### src/rtl/sbus_frame_decoder_defines.svh
// Assertion macros for the frame decoder. Each use sits on a line of its own.
`ifndef SBUS_FRAME_DECODER_DEFINES_SVH
`define SBUS_FRAME_DECODER_DEFINES_SVH

`ifndef NO_ASSERTIONS
`define SBD_ASSERT_NOW(label, clk, rst_n, ante, cons) \
    label: assert property (@(posedge clk) disable iff (!rst_n) (ante) |-> (cons)) \
        else $error("assertion failed");
`define SBD_ASSERT_NEXT(label, clk, rst_n, ante, cons) \
    label: assert property (@(posedge clk) disable iff (!rst_n) (ante) |=> (cons)) \
        else $error("assertion failed");
`define SBD_ASSERT_RESET(label, clk, rst_n, cons) \
    label: assert property (@(posedge clk) (!rst_n) |=> (cons)) \
        else $error("assertion failed after reset");
`else
`define SBD_ASSERT_NOW(label, clk, rst_n, ante, cons)
`define SBD_ASSERT_NEXT(label, clk, rst_n, ante, cons)
`define SBD_ASSERT_RESET(label, clk, rst_n, cons)
`endif

`endif

### src/rtl/sbd_pkg.sv
`default_nettype none

package sbd_pkg;

    localparam int FRAME_BYTES     = 25;
    localparam int POS_W           = $clog2(FRAME_BYTES);
    localparam int FLAGS_POS       = 23;
    localparam int END_POS         = 24;
    localparam int LOST_BIT        = 2;
    localparam int DATA_BYTES      = 22;
    localparam int FRAME_DATA_BITS = DATA_BYTES * 8;
    localparam int CHAN_BITS       = 11;
    localparam int CHAN_IDX_W      = 4;
    localparam int VALUE_W         = 12;
    localparam int CHAN_OFFSET     = 1024;
    localparam int AGE_W           = 16;
    localparam int FS_W            = 11;

    // Reciprocal constants, exact over the whole 11-bit range of the full scale.
    localparam int RECIP10       = 52429;
    localparam int RECIP10_SHIFT = 19;
    localparam int RECIP25       = 5243;
    localparam int RECIP25_SHIFT = 17;
    localparam int PROD_W        = FS_W + 16;

    localparam int QUEUE_DEPTH = 2;
    localparam int QPTR_W      = (QUEUE_DEPTH > 1) ? $clog2(QUEUE_DEPTH) : 1;
    localparam int QCNT_W      = $clog2(QUEUE_DEPTH + 1);

    localparam int CFG_IDX_W  = 2;
    localparam int CFG_DATA_W = 16;

    localparam logic [CFG_IDX_W-1:0] CFG_END_MARKER   = 2'd0;
    localparam logic [CFG_IDX_W-1:0] CFG_FULL_SCALE   = 2'd1;
    localparam logic [CFG_IDX_W-1:0] CFG_FRESHNESS_MS = 2'd2;

    localparam logic KIND_BYTE      = 1'b0;
    localparam logic KIND_TICK      = 1'b1;
    localparam logic REPORT_CHANNEL = 1'b0;
    localparam logic REPORT_STATUS  = 1'b1;

    localparam logic [7:0]       END_MARKER_RESET = 8'd0;
    localparam logic [FS_W-1:0]  FULL_SCALE_RESET = 11'd800;
    localparam logic [AGE_W-1:0] FRESHNESS_RESET  = 16'd100;
    localparam logic [AGE_W-1:0] AGE_MAX          = 16'hFFFF;

    typedef struct packed {
        logic       kind;
        logic [7:0] byte_value;
        logic       frame_start;
    } t_in_word;

    typedef struct packed {
        logic                      report_kind;
        logic [CHAN_IDX_W-1:0]     channel_index;
        logic signed [VALUE_W-1:0] channel_value;
        logic [1:0]                switch_position;
        logic                      stick_centered;
        logic                      stick_high;
        logic                      stick_low;
        logic [7:0]                flags_byte;
        logic                      stale;
        logic                      last;
    } t_out_word;

    typedef struct packed {
        logic                       is_status;
        logic [FRAME_DATA_BITS-1:0] bits;
        logic [7:0]                 flags;
    } t_job;

    typedef struct packed {
        logic full;
        logic empty;
    } t_queue_status;

endpackage

`default_nettype wire

### src/rtl/sbd_in_if.sv
`default_nettype none

interface sbd_in_if;
    logic              valid;
    logic              ready;
    sbd_pkg::t_in_word data;

    modport source (output valid, output data, input ready);
    modport sink   (input valid, input data, output ready);
endinterface

`default_nettype wire

### src/rtl/sbd_out_if.sv
`default_nettype none

interface sbd_out_if;
    logic               valid;
    logic               ready;
    sbd_pkg::t_out_word data;

    modport source (output valid, output data, input ready);
    modport sink   (input valid, input data, output ready);
endinterface

`default_nettype wire

### src/rtl/sbd_front.sv
`default_nettype none

module sbd_front (
    input  wire logic                        i_clk,
    input  wire logic                        i_rst_n,
    sbd_in_if.sink                           i_in,
    input  wire logic [7:0]                  i_end_marker,
    input  wire logic [sbd_pkg::AGE_W-1:0]   i_freshness_ms,
    input  sbd_pkg::t_queue_status           i_qstat,
    output logic                             o_push,
    output sbd_pkg::t_job                    o_job
);
    import sbd_pkg::*;

    logic                       r_in_frame, n_in_frame;
    logic [POS_W-1:0]           r_pos, n_pos;
    logic                       r_stale, n_stale;
    logic [AGE_W-1:0]           r_age, n_age;
    logic [FRAME_DATA_BITS-1:0] r_bits, n_bits;
    logic [7:0]                 r_flags, n_flags;

    logic             w_accept;
    logic             w_active;
    logic [POS_W-1:0] w_pos;

    assign i_in.ready = !i_qstat.full;
    assign w_accept   = i_in.valid && i_in.ready;
    assign w_active   = i_in.data.frame_start || r_in_frame;
    assign w_pos      = i_in.data.frame_start ? '0 : r_pos;

    always_comb begin
        n_in_frame = r_in_frame;
        n_pos      = r_pos;
        n_stale    = r_stale;
        n_age      = r_age;
        n_bits     = r_bits;
        n_flags    = r_flags;
        o_push     = 1'b0;
        o_job.is_status = 1'b0;
        o_job.bits      = r_bits;
        o_job.flags     = r_flags;
        if (w_accept) begin
            if (i_in.data.kind == KIND_TICK) begin
                n_age = (r_age == AGE_MAX) ? r_age : r_age + 1'b1;
                if (!r_stale && (n_age > i_freshness_ms)) begin
                    n_stale         = 1'b1;
                    o_push          = 1'b1;
                    o_job.is_status = 1'b1;
                end
            end else if (w_active) begin
                n_in_frame = 1'b1;
                if (w_pos == POS_W'(END_POS)) begin
                    // The end byte is checked as it arrives; it needs no storage.
                    n_in_frame = 1'b0;
                    n_pos      = '0;
                    if ((i_in.data.byte_value == i_end_marker) && !r_flags[LOST_BIT]) begin
                        n_stale = 1'b0;
                        n_age   = '0;
                        o_push  = 1'b1;
                    end
                end else begin
                    n_pos = w_pos + 1'b1;
                    if (w_pos == POS_W'(FLAGS_POS)) begin
                        n_flags = i_in.data.byte_value;
                    end else if (w_pos != '0) begin
                        // Data bytes shift in from the top, so byte 1 ends at bit 0.
                        n_bits = {i_in.data.byte_value, r_bits[FRAME_DATA_BITS-1:8]};
                    end
                end
            end
        end
    end

    always_ff @(posedge i_clk) begin
        if (!i_rst_n) begin
            r_in_frame <= 1'b0;
            r_pos      <= '0;
            r_stale    <= 1'b0;
            r_age      <= '0;
        end else begin
            r_in_frame <= n_in_frame;
            r_pos      <= n_pos;
            r_stale    <= n_stale;
            r_age      <= n_age;
        end
    end

    always_ff @(posedge i_clk) begin
        r_bits  <= n_bits;
        r_flags <= n_flags;
    end

endmodule

`default_nettype wire

### src/rtl/sbd_queue.sv
`default_nettype none

module sbd_queue (
    input  wire logic               i_clk,
    input  wire logic               i_rst_n,
    input  wire logic               i_push,
    input  sbd_pkg::t_job           i_job,
    input  wire logic               i_pop,
    output sbd_pkg::t_job           o_job,
    output sbd_pkg::t_queue_status  o_status
);
    import sbd_pkg::*;

    t_job              r_mem [QUEUE_DEPTH];
    logic [QPTR_W-1:0] r_wr, r_rd;
    logic [QCNT_W-1:0] r_count;

    logic w_push, w_pop;

    assign o_status.full  = (r_count == QCNT_W'(QUEUE_DEPTH));
    assign o_status.empty = (r_count == '0);
    assign w_push = i_push && !o_status.full;
    assign w_pop  = i_pop && !o_status.empty;
    assign o_job  = r_mem[r_rd];

    always_ff @(posedge i_clk) begin
        if (!i_rst_n) begin
            r_wr    <= '0;
            r_rd    <= '0;
            r_count <= '0;
        end else begin
            if (w_push) begin
                r_wr <= (r_wr == QPTR_W'(QUEUE_DEPTH - 1)) ? '0 : r_wr + 1'b1;
            end
            if (w_pop) begin
                r_rd <= (r_rd == QPTR_W'(QUEUE_DEPTH - 1)) ? '0 : r_rd + 1'b1;
            end
            case ({w_push, w_pop})
                2'b10:   r_count <= r_count + 1'b1;
                2'b01:   r_count <= r_count - 1'b1;
                default: r_count <= r_count;
            endcase
        end
    end

    always_ff @(posedge i_clk) begin
        if (w_push) begin
            r_mem[r_wr] <= i_job;
        end
    end

endmodule

`default_nettype wire

### src/rtl/sbd_back.sv
`default_nettype none

module sbd_back #(
    parameter int CHANNELS = 12
) (
    input  wire logic                       i_clk,
    input  wire logic                       i_rst_n,
    input  wire logic [sbd_pkg::FS_W-1:0]   i_full_scale,
    input  wire logic                       i_job_valid,
    input  sbd_pkg::t_job                   i_job,
    output logic                            o_pop,
    sbd_out_if.source                       o_out
);
    import sbd_pkg::*;

    localparam int CH_W = (CHANNELS > 1) ? $clog2(CHANNELS) : 1;

    logic [FS_W-1:0] r_q10, r_q25;
    logic [PROD_W-1:0] w_prod10, w_prod25;

    logic                       r_busy;
    logic                       r_is_status;
    logic [FRAME_DATA_BITS-1:0] r_bits;
    logic [7:0]                 r_flags;
    logic [CH_W-1:0]            r_chan;
    logic                       r_out_valid;
    t_out_word                  r_out;

    logic                      w_out_free;
    logic                      w_emit;
    logic                      w_last;
    logic [CHAN_BITS-1:0]      w_raw;
    logic [VALUE_W-1:0]        w_v;
    logic signed [VALUE_W:0]   w_v13, w_half13, w_edge13;
    logic [VALUE_W-1:0]        w_mag;
    logic [FS_W-1:0]           w_edge;
    logic                      w_gt_neg_half, w_gt_half;
    t_out_word                 w_result;

    // The threshold quotients are registered, so they follow the full-scale register in the next cycle.
    assign w_prod10 = PROD_W'(i_full_scale) * PROD_W'(RECIP10);
    assign w_prod25 = PROD_W'(i_full_scale) * PROD_W'(RECIP25);

    always_ff @(posedge i_clk) begin
        r_q10 <= FS_W'(w_prod10 >> RECIP10_SHIFT);
        r_q25 <= FS_W'(w_prod25 >> RECIP25_SHIFT);
    end

    assign w_edge   = i_full_scale - r_q25;
    assign w_raw    = r_bits[CHAN_BITS-1:0];
    assign w_v      = VALUE_W'(CHAN_OFFSET) - {1'b0, w_raw};
    assign w_v13    = {w_v[VALUE_W-1], w_v};
    assign w_half13 = {3'b000, i_full_scale[FS_W-1:1]};
    assign w_edge13 = {2'b00, w_edge};
    assign w_mag    = w_v[VALUE_W-1] ? (~w_v + 1'b1) : w_v;
    assign w_gt_neg_half = w_v13 > -w_half13;
    assign w_gt_half     = w_v13 > w_half13;

    assign w_last     = r_is_status || (r_chan == CH_W'(CHANNELS - 1));
    assign w_out_free = !r_out_valid || o_out.ready;
    assign w_emit     = r_busy && w_out_free;
    assign o_pop      = !r_busy && i_job_valid;

    always_comb begin
        w_result = '0;
        if (r_is_status) begin
            w_result.report_kind = REPORT_STATUS;
            w_result.stale       = 1'b1;
            w_result.last        = 1'b1;
        end else begin
            w_result.report_kind     = REPORT_CHANNEL;
            w_result.channel_index   = CHAN_IDX_W'(r_chan);
            w_result.channel_value   = w_v;
            w_result.switch_position = {1'b0, w_gt_neg_half} + {1'b0, w_gt_half};
            w_result.stick_centered  = w_mag < {1'b0, r_q10};
            w_result.stick_high      = w_v13 > w_edge13;
            w_result.stick_low       = w_v13 < -w_edge13;
            w_result.flags_byte      = r_flags;
            w_result.stale           = 1'b0;
            w_result.last            = w_last;
        end
    end

    always_ff @(posedge i_clk) begin
        if (!i_rst_n) begin
            r_busy      <= 1'b0;
            r_out_valid <= 1'b0;
        end else begin
            if (o_pop) begin
                r_busy <= 1'b1;
            end else if (w_emit && w_last) begin
                r_busy <= 1'b0;
            end
            if (w_emit) begin
                r_out_valid <= 1'b1;
            end else if (o_out.ready) begin
                r_out_valid <= 1'b0;
            end
        end
    end

    always_ff @(posedge i_clk) begin
        if (o_pop) begin
            r_is_status <= i_job.is_status;
            r_bits      <= i_job.bits;
            r_flags     <= i_job.flags;
            r_chan      <= '0;
        end else if (w_emit) begin
            r_bits <= {{CHAN_BITS{1'b0}}, r_bits[FRAME_DATA_BITS-1:CHAN_BITS]};
            r_chan <= r_chan + 1'b1;
        end
        if (w_emit) begin
            r_out <= w_result;
        end
    end

    assign o_out.valid = r_out_valid;
    assign o_out.data  = r_out;

endmodule

`default_nettype wire

### src/rtl/sbus_frame_decoder.sv
// The first report reaches the output register by way of the job queue and the channel unit's
// job registers, after the word completing a valid frame or the tick that sets stale.
// Throughput: one input word per cycle while the two-entry job queue has room; a frame
// then drains as CHANNELS reports, one per cycle from the single channel unit while ready is high.
// Reset (synchronous, active low) clears frame tracking, age, stale, the queue and the
// output; configuration returns to end marker 0, full scale 800, freshness 100 ms.
`default_nettype none
`include "sbus_frame_decoder_defines.svh"

module sbus_frame_decoder #(
    parameter int CHANNELS = 12
) (
    input  wire logic                           i_clk,
    input  wire logic                           i_rst_n,
    sbd_in_if.sink                              i_in_word,
    sbd_out_if.source                           o_out_word,
    input  wire logic                           i_cfg_we,
    input  wire logic [sbd_pkg::CFG_IDX_W-1:0]  i_cfg_index,
    input  wire logic [sbd_pkg::CFG_DATA_W-1:0] i_cfg_data
);
    import sbd_pkg::*;

    logic [7:0]      r_end_marker;
    logic [FS_W-1:0] r_full_scale;
    logic [AGE_W-1:0] r_freshness;

    logic          w_push, w_pop;
    t_job          w_push_job, w_pop_job;
    t_queue_status w_qstat;

    logic          w_status_out;
    logic          w_chan_last_out;
    logic          w_top_chan;

    always_ff @(posedge i_clk) begin
        if (!i_rst_n) begin
            r_end_marker <= END_MARKER_RESET;
            r_full_scale <= FULL_SCALE_RESET;
            r_freshness  <= FRESHNESS_RESET;
        end else if (i_cfg_we) begin
            case (i_cfg_index)
                CFG_END_MARKER:   r_end_marker <= i_cfg_data[7:0];
                CFG_FULL_SCALE:   r_full_scale <= i_cfg_data[FS_W-1:0];
                CFG_FRESHNESS_MS: r_freshness  <= i_cfg_data[AGE_W-1:0];
                default: begin
                end
            endcase
        end
    end

    sbd_front u_front (
        .i_clk          (i_clk),
        .i_rst_n        (i_rst_n),
        .i_in           (i_in_word),
        .i_end_marker   (r_end_marker),
        .i_freshness_ms (r_freshness),
        .i_qstat        (w_qstat),
        .o_push         (w_push),
        .o_job          (w_push_job)
    );

    sbd_queue u_queue (
        .i_clk    (i_clk),
        .i_rst_n  (i_rst_n),
        .i_push   (w_push),
        .i_job    (w_push_job),
        .i_pop    (w_pop),
        .o_job    (w_pop_job),
        .o_status (w_qstat)
    );

    sbd_back #(
        .CHANNELS (CHANNELS)
    ) u_back (
        .i_clk        (i_clk),
        .i_rst_n      (i_rst_n),
        .i_full_scale (r_full_scale),
        .i_job_valid  (!w_qstat.empty),
        .i_job        (w_pop_job),
        .o_pop        (w_pop),
        .o_out        (o_out_word)
    );

    assign w_status_out    = o_out_word.valid && (o_out_word.data.report_kind == REPORT_STATUS);
    assign w_chan_last_out = o_out_word.valid && o_out_word.data.last
                             && (o_out_word.data.report_kind == REPORT_CHANNEL);
    assign w_top_chan      = (o_out_word.data.channel_index == CHAN_IDX_W'(CHANNELS - 1));

    // The front only pushes when it has taken a word, and it takes none while full.
    `SBD_ASSERT_NOW(a_no_push_full, i_clk, i_rst_n, w_push, !w_qstat.full)
    // A status report always closes its run and carries the stale flag.
    `SBD_ASSERT_NOW(a_status_form, i_clk, i_rst_n, w_status_out, o_out_word.data.last && o_out_word.data.stale)
    // A channel report that closes a frame is the highest channel.
    `SBD_ASSERT_NOW(a_last_chan, i_clk, i_rst_n, w_chan_last_out, w_top_chan)
    // Nothing leaves the block in the cycle after reset.
    `SBD_ASSERT_RESET(a_reset_idle, i_clk, i_rst_n, !o_out_word.valid && w_qstat.empty)

endmodule

`default_nettype wire
### src/flat_wrapper.sv
// flat-port wrapper written by rule: the top's interface ports become plain ports
module sbus_frame_decoder_flat import sbd_pkg::*;
#(
    parameter int CHANNELS = 12
)
  (i_clk, i_rst_n, i_cfg_we, i_cfg_index, i_cfg_data, i_in_word_valid, i_in_word_data, i_in_word_ready, o_out_word_valid, o_out_word_data, o_out_word_ready);
  sbd_in_if i_in_word_i ();
  sbd_out_if o_out_word_i ();
  input  wire logic i_clk;
  input  wire logic i_rst_n;
  input  wire logic i_cfg_we;
  input  wire logic [sbd_pkg::CFG_IDX_W-1:0] i_cfg_index;
  input  wire logic [sbd_pkg::CFG_DATA_W-1:0] i_cfg_data;
  input wire logic [$bits(i_in_word_i.valid)-1:0] i_in_word_valid;
  input wire logic [$bits(i_in_word_i.data)-1:0] i_in_word_data;
  output wire logic [$bits(i_in_word_i.ready)-1:0] i_in_word_ready;
  output wire logic [$bits(o_out_word_i.valid)-1:0] o_out_word_valid;
  output wire logic [$bits(o_out_word_i.data)-1:0] o_out_word_data;
  input wire logic [$bits(o_out_word_i.ready)-1:0] o_out_word_ready;
  assign i_in_word_i.valid = i_in_word_valid;
  assign i_in_word_i.data = i_in_word_data;
  assign i_in_word_ready = i_in_word_i.ready;
  assign o_out_word_valid = o_out_word_i.valid;
  assign o_out_word_data = o_out_word_i.data;
  assign o_out_word_i.ready = o_out_word_ready;
  sbus_frame_decoder #(.CHANNELS(CHANNELS)) u_core (.i_clk(i_clk), .i_rst_n(i_rst_n), .i_in_word(i_in_word_i), .o_out_word(o_out_word_i), .i_cfg_we(i_cfg_we), .i_cfg_index(i_cfg_index), .i_cfg_data(i_cfg_data));
endmodule
### config.mk
export PLATFORM = sky130hd
export DESIGN_NAME = sbus_frame_decoder_flat
export DESIGN_NICKNAME = d
export VERILOG_FILES = /design/src/rtl/sbd_pkg.sv /design/src/rtl/sbd_in_if.sv /design/src/rtl/sbd_out_if.sv /design/src/rtl/sbd_front.sv /design/src/rtl/sbd_queue.sv /design/src/rtl/sbd_back.sv /design/src/rtl/sbus_frame_decoder.sv /design/src/flat_wrapper.sv
export VERILOG_INCLUDE_DIRS = /design/src /design/src/rtl
export SDC_FILE = /design/constraint.sdc
export NUM_CORES = 1
export LEC_CHECK = 0
export BUFFER_PORTS_ARGS = -buffer_cell sky130_fd_sc_hd__buf_2
export CAP_MARGIN = 20
export CORE_UTILIZATION = 50
export CTS_CLUSTER_DIAMETER = 120
export DETAILED_ROUTE_END_ITERATION = 8
export PLACE_DENSITY = 0.63
export SLEW_MARGIN = 20
export SYNTH_ARGS = -nofsm -noshare
export SYNTH_HDL_FRONTEND = slang
export SYNTH_HIERARCHICAL = 1
export SYNTH_SLANG_ARGS = --single-unit
### constraint.sdc
create_clock -name i_clk -period 17 [get_ports i_clk]
set_input_delay 0.85 -clock i_clk [delete_from_list [all_inputs] [get_ports i_clk]]
set_output_delay 0.85 -clock i_clk [all_outputs]
set_load 0.01 [all_outputs]
======== Yosys cells after proc, flatten, opt, wreduce, memory -nomap -nowiden ========
Memory sizes are Yosys's and may differ from the RTL's. A register that Yosys moved wholly into a read port is not among the register bits.
Index checks and enable logic that the tools add are counted.
storage, ports and cells
  bits in writable memories ............... 370
  register bits after elaboration ......... 484
  bits in latches ......................... 0
  ROM bits ................................ 0
  bits of input ports ..................... 33
  word-level logic and storage cells ...... 139
  memories ................................ 1
memory list
  name                  words  width  read ports  clocked after memory_dff  wr ports  line             source
  u_core.u_queue.r_mem  2      185    1           1                         1         sbd_queue.sv:14  t_job r_mem [QUEUE_DEPTH];
operators by class
  reduce and logical (&&, ||, !) cells .... 35
  bitwise gates (word level) .............. 4
  eq/ne operators ......................... 11
  multipliers ............................. 2
  shift-type cells ........................ 0
  $add $sub $neg .......................... 13
  div/mod/pow operators ................... 0
  magnitude comparators ................... 6
  mux-type cells .......................... 37
operators with widths
  cell                    count
  $mux 176                2
  $mux 16                 5
  $mul 11x16->27 const B  1
  $mux 1                  25
  $mul 11x13->24 const B  1
  $add 16x1->16 const B   1
  $eq 16x16->1 const B    1
  $gt 16x16->1            1
  $reduce_bool 2->1       7
  $gt 12x13->1            1
  $lt 12x13->1            1
  $neg 10->13             1
  $neg 11->13             1
  $add 12x1->12 const B   1
  $gt 12x11->1            1
  $gt 12x12->1            1
  $lt 12x8->1             1
  $mux 12                 1
  $not 12->12             1
  $sub 11x11->12 const A  1
  $sub 11x7->11           1
  $eq 5x5->1 const B      2
  $mux 5                  2
  $reduce_and 5->1        2
  other kinds (23)        46

======== Depth between registers and ports, before layout ========
  depth in word-level cells ............... 10
  gate-level depth with buffers ........... 20
  gate-level depth less buffers ........... 19

======== Cells and area by module ========
Netlist, hierarchy kept.
by module, submodules not included
  module              instances  area each (um2)  sequential area each (um2)  cells an instance
  sbd_back            1          16293.1          6906.6                      1645
  sbd_queue           1          13634.3          11210.8                     602
  sbd_front           1          7541.0           5985.7                      441
  sbus_frame_decoder  1          1367.6           700.7                       141

======== Worst setup path after synthesis ========
OpenSTA, ideal clock, no wires.
  path kind ............................... input to register
  start point ............................. in i_in_word_data[0]
  end point ............................... reg u_core.u_front.r_bits[0] (enable)
  data arrival time ....................... 14.672 ns
  stages on the path ...................... 8
  data required time ...................... 16.029 ns
  library setup time ...................... 0.971 ns
  slack ................................... 1.357 ns
  cells stage by stage .................... clkbuf_1 inv_1 nand2_1 inv_1 ha_1 a32oi_1 nor2_1 a211oi_1
on the way
  longest elaborated chain between the ends .. 4
  elaborated cells between the ends (all ways) .. 8
RTL lines
  what                                  line                              source
  start: declaration                    flat_wrapper.sv:15                input wire logic [$bits(i_in_word_i.data)-1:0] i_in_word_data;
  $mux 5                                sbd_front.sv:29                   assign w_pos = i_in.data.frame_start ? '0 : r_pos;
  $eq 5x5->1, on equally long branches  sbd_front.sv:63, sbd_front.sv:52
  $not 1->1 (no line)                   -
  $reduce_and 6->1 (no line) (*)        -
  end signal: assignment                sbd_front.sv:89                   r_bits <= n_bits;
  end: declaration                      sbd_front.sv:19                   logic [FRAME_DATA_BITS-1:0] r_bits, n_bits;
Every way passes the cells marked *; elsewhere a longest branch is shown, timed or not.
A chain may end at the register's enable or synchronous reset.

======== Worst setup path in the final report ========
  start point ............................. reg u_core.u_front.r_age[0]
  end point ............................... mem u_core/u_queue/r_mem[0][21] in the netlist's numbering (enable)
on the way
  longest elaborated chain between the ends .. 10
  elaborated cells between the ends (all ways) .. 11
RTL lines
  what                                           line                      source
  start: declaration                             sbd_front.sv:18           logic [AGE_W-1:0] r_age, n_age;
  start signal: assignment                       sbd_front.sv:84           r_age <= n_age;
  $add 16x1->16 or $eq 16x16->1 (tied branches)  sbd_front.sv:44           n_age = (r_age == AGE_MAX) ? r_age : r_age + 1'b1;
  $mux 16 (*)                                    sbd_front.sv:44
  $gt 16x16->1 (*)                               sbd_front.sv:45           if (!r_stale && (n_age > i_freshness_ms)) begin
  $logic_and 1x1->1 (*)                          sbd_front.sv:45
  $mux 1 (*)                                     sbd_front.sv:45
  $mux 1 (*)                                     sbd_front.sv:43           if (i_in.data.kind == KIND_TICK) begin
  $mux 1 (*)                                     sbd_front.sv:42           if (w_accept) begin
  via u_core.w_push                              sbus_frame_decoder.sv:27  logic w_push, w_pop;
  $logic_and 1x1->1 (*)                          sbd_queue.sv:22           assign w_push = i_push && !o_status.full;
  $mux 1 (*)                                     sbd_queue.sv:47           if (w_push) begin
  $mux 1 (implied by the code) (*)               sbd_queue.sv:48           r_mem[r_wr] <= i_job;
  end: declaration                               sbd_queue.sv:14
The timed path passes the listed nets; every way through them passes the cells marked *.

==> results.sh <==
export IMPL_antenna_found_initial=2
export IMPL_critPathRequiredTime_ns=17.24
export IMPL_drv_cap=0
export IMPL_min_from="i_in_word_data[3]"
export IMPL_max_freq_ghz=0.160
export IMPL_nFillCells=6184
export IMPL_core_area_um2=76500
export IMPL_postCtsSetupRepairBufs=0
export IMPL_ys_seq_elements=854
export IMPL_cts_root_buf="clkbuf_16"
export IMPL_hold_viol_final=0
export IMPL_fin_area_um2=43100
export IMPL_io_pins=67
export IMPL_multiInputGateArea_um2=12700
export IMPL_hp_class="input port to flop"
export IMPL_setup_viol=0
export IMPL_arrival_ns=6.50
export IMPL_ctsResizeCount=0
export IMPL_final_cell_mix="edfxtp_1, nand2_1, ha_1"
export IMPL_slowest_stage="buf_4"
export IMPL_ys_warn_count=6
export IMPL_async_reset_ff_frac=0
export IMPL_grt_max_degree=167
export IMPL_worst_pin_slew_ns=1.05
export IMPL_synthCells=2829
export IMPL_ys_seq_area_frac=0.639
export IMPL_vias=21000
export IMPL_crit_path_start_kind="flop"
export IMPL_period_share=0.368
export IMPL_startpoint="u_core/u_front/r_age[0]"
export IMPL_p_total_w=0.00518
export IMPL_critPathTopFamily="buffers and inverters"
export IMPL_track_usage=0.195
export IMPL_slew_violations=0
export IMPL_path_clk_slew_ns=0.06
export IMPL_pre_cts_slack_ns=10.63
export IMPL_placed_area_um2=40200
export IMPL_cts_hold_buf=0
export IMPL_grt_pass1_wl_um=120000
export IMPL_nets=3260
export IMPL_vdd_drop_max_mv=0.0751
export IMPL_leakage_nw=16.7
export IMPL_rsz0062_at_grt="no"
export IMPL_clockBufferDepth=3
export IMPL_clock_sinks=854
export IMPL_final_common_cell="edfxtp_1"
export IMPL_ant_nets=0
export IMPL_totalWireLength_um=73900
export IMPL_timing_rr_start="u_core/u_front/r_age[0]"
export IMPL_drcViolationCount=0
export IMPL_die_h_um=281
export IMPL_synth_cell_types=89
export IMPL_synth_area_leaders="edfxtp_1, ha_1, nand2_1"
export IMPL_cp_max_fo=68
export IMPL_synth_edf_count=770
export IMPL_gp_congestion=0.866
export IMPL_dr_pass1_iters=5
export IMPL_worst_path_buf_inv=4
export IMPL_htreeDepth=3
export IMPL_fin_ws_ns=10.74
export IMPL_syn_nets=3167
export IMPL_post_route_min_period_ns=6.26
export IMPL_insertion_delay_ns=0.63
export IMPL_crit_chain="ha_1 -> nand3_1 -> nor4_4 -> nand2_2 -> o21ai_0 -> ha_1 -> nand4_1 -> nor3_1 -> a21oi_1 -> o22ai_1 -> a21oi_1 -> inv_1 -> or3_1 -> inv_8 -> buf_4 -> buf_4"
export IMPL_drive_above_1_share=0.146
export IMPL_cts_buffers=88
export IMPL_via_per_inst=5.22
export IMPL_drt_iter0_drc=1240
export IMPL_fin_skew_ns=0.0271
export IMPL_cp_end_kind="flop"
export IMPL_status="finished, final reports clean"
export IMPL_fin_tns_setup_ns=0
export IMPL_synth_top_flop_cell="edfxtp_1"
export IMPL_grt_pass1_vias=22200
export IMPL_grt_ovfl_total=0
export IMPL_die_w_um=281
export IMPL_regArea_um2=24800
export IMPL_synth_top_area_share=0.595
export IMPL_drt_wirelength_per_cell_um=18.3
export IMPL_netlist_area_um2=38800
export IMPL_cts_tree="done"
export IMPL_syn_area_per_cell_um2=13.7
export IMPL_io_buffers=66
export IMPL_dpl_hpwl_um=45800
export IMPL_start_util=0.508
export IMPL_slew_headroom=0.295
export IMPL_die_area_um2=78800
export IMPL_max_stage_delay_ns=0.79
export IMPL_critPathKind="flop to flop"
export IMPL_synth_largest_area_cell="edfxtp_1"
export IMPL_pwr_density_cell_nw_per_um2=120
export IMPL_rows=101
export IMPL_area_growth_pct=11.0
cells in the mapped netlist, types with 31 or more instances:
library cell	instances
nor2_1	49
clkbuf_1	53
edfxtp_1	770
dfxtp_1	84
xnor2_1	49
nor2b_1	42
mux2_2	186
inv_1	222
o21ai_0	31
ha_1	230
a21oi_1	55
fa_1	75
mux2i_1	34
nand2_1	600
cell type report:
class	instances	share of cell area
antenna	1	0.0000581
multi-input combinational	1663	0.295
timing repair buffer	88	0.0133
sequential	854	0.575
clock buffer	113	0.0547
inverter	227	0.0201
tap	1030	0.0299
clock inverter	52	0.0110
per-stage QoR:
stage	instances	hold slack (ns)	util
after floorplan	2829	0.421	-
after global placement	3860	0.424	0.526
after detailed placement	3860	0.434	0.526
after CTS	4025	0.399	0.563
after global routing	4028	0.413	0.564
final	4028	0.437	0.564
power breakdown:
part / internal (W) / total, W / switching, W
clock network: 0.00109 / 0.00187 / 0.000778
registers: 0.00242 / 0.00247 / 0.0000460
logic: 0.000329 / 0.000839 / 0.000510
total: 0.00384 / 0.00518 / 0.00133
sequential cells by signal, summed over array words and instances, names as in the netlist, 11 cells and up, named ones only:
| name | count |
|---|---|
| u_core/u_back/o_out.data | 31 |
| u_core/r_freshness | 16 |
| u_core/u_queue/r_mem | 370 |
| u_core/r_full_scale | 11 |
| u_core/u_front/r_age | 16 |
| u_core/u_front/r_bits | 176 |
| u_core/u_back/r_bits | 176 |
path summary, 6_finish.rpt:
path	end	cells past startpoint	slack (ns)
worst min-delay path	u_core/u_front/r_flags[2]	1	0.44
worst max register to register	u_core/u_queue/r_mem[0][21]	16	10.74
worst min register to register	u_core/u_queue/r_mem[0][10]	0	0.45
worst max-delay path	u_core/u_queue/r_mem[0][21]	16	10.74
layer usage:
metal  GRT usage  vias to the layer above  routed length, um
li1            -                    10200                  -
met1       0.267                    10400              34800
met2       0.322                      323              34800
met3      0.0278                      107               2540
met4      0.0593                        0               1750
met5           0                        -                  0
cell families after synthesis:
| family | after synthesis | share of synthesized area |
|---|---|---|
| AO/OA/AOI/OAI | 206 | 0.0356 |
| AND/OR/NAND/NOR | 850 | 0.0970 |
| multiplexers | 221 | 0.0631 |
| flip-flops | 854 | 0.639 |
| buffers and inverters | 312 | 0.0342 |
| adder cells (fa/ha/maj) | 305 | 0.113 |
| XOR/XNOR | 81 | 0.0187 |
Power figures use the tool's default switching activity.
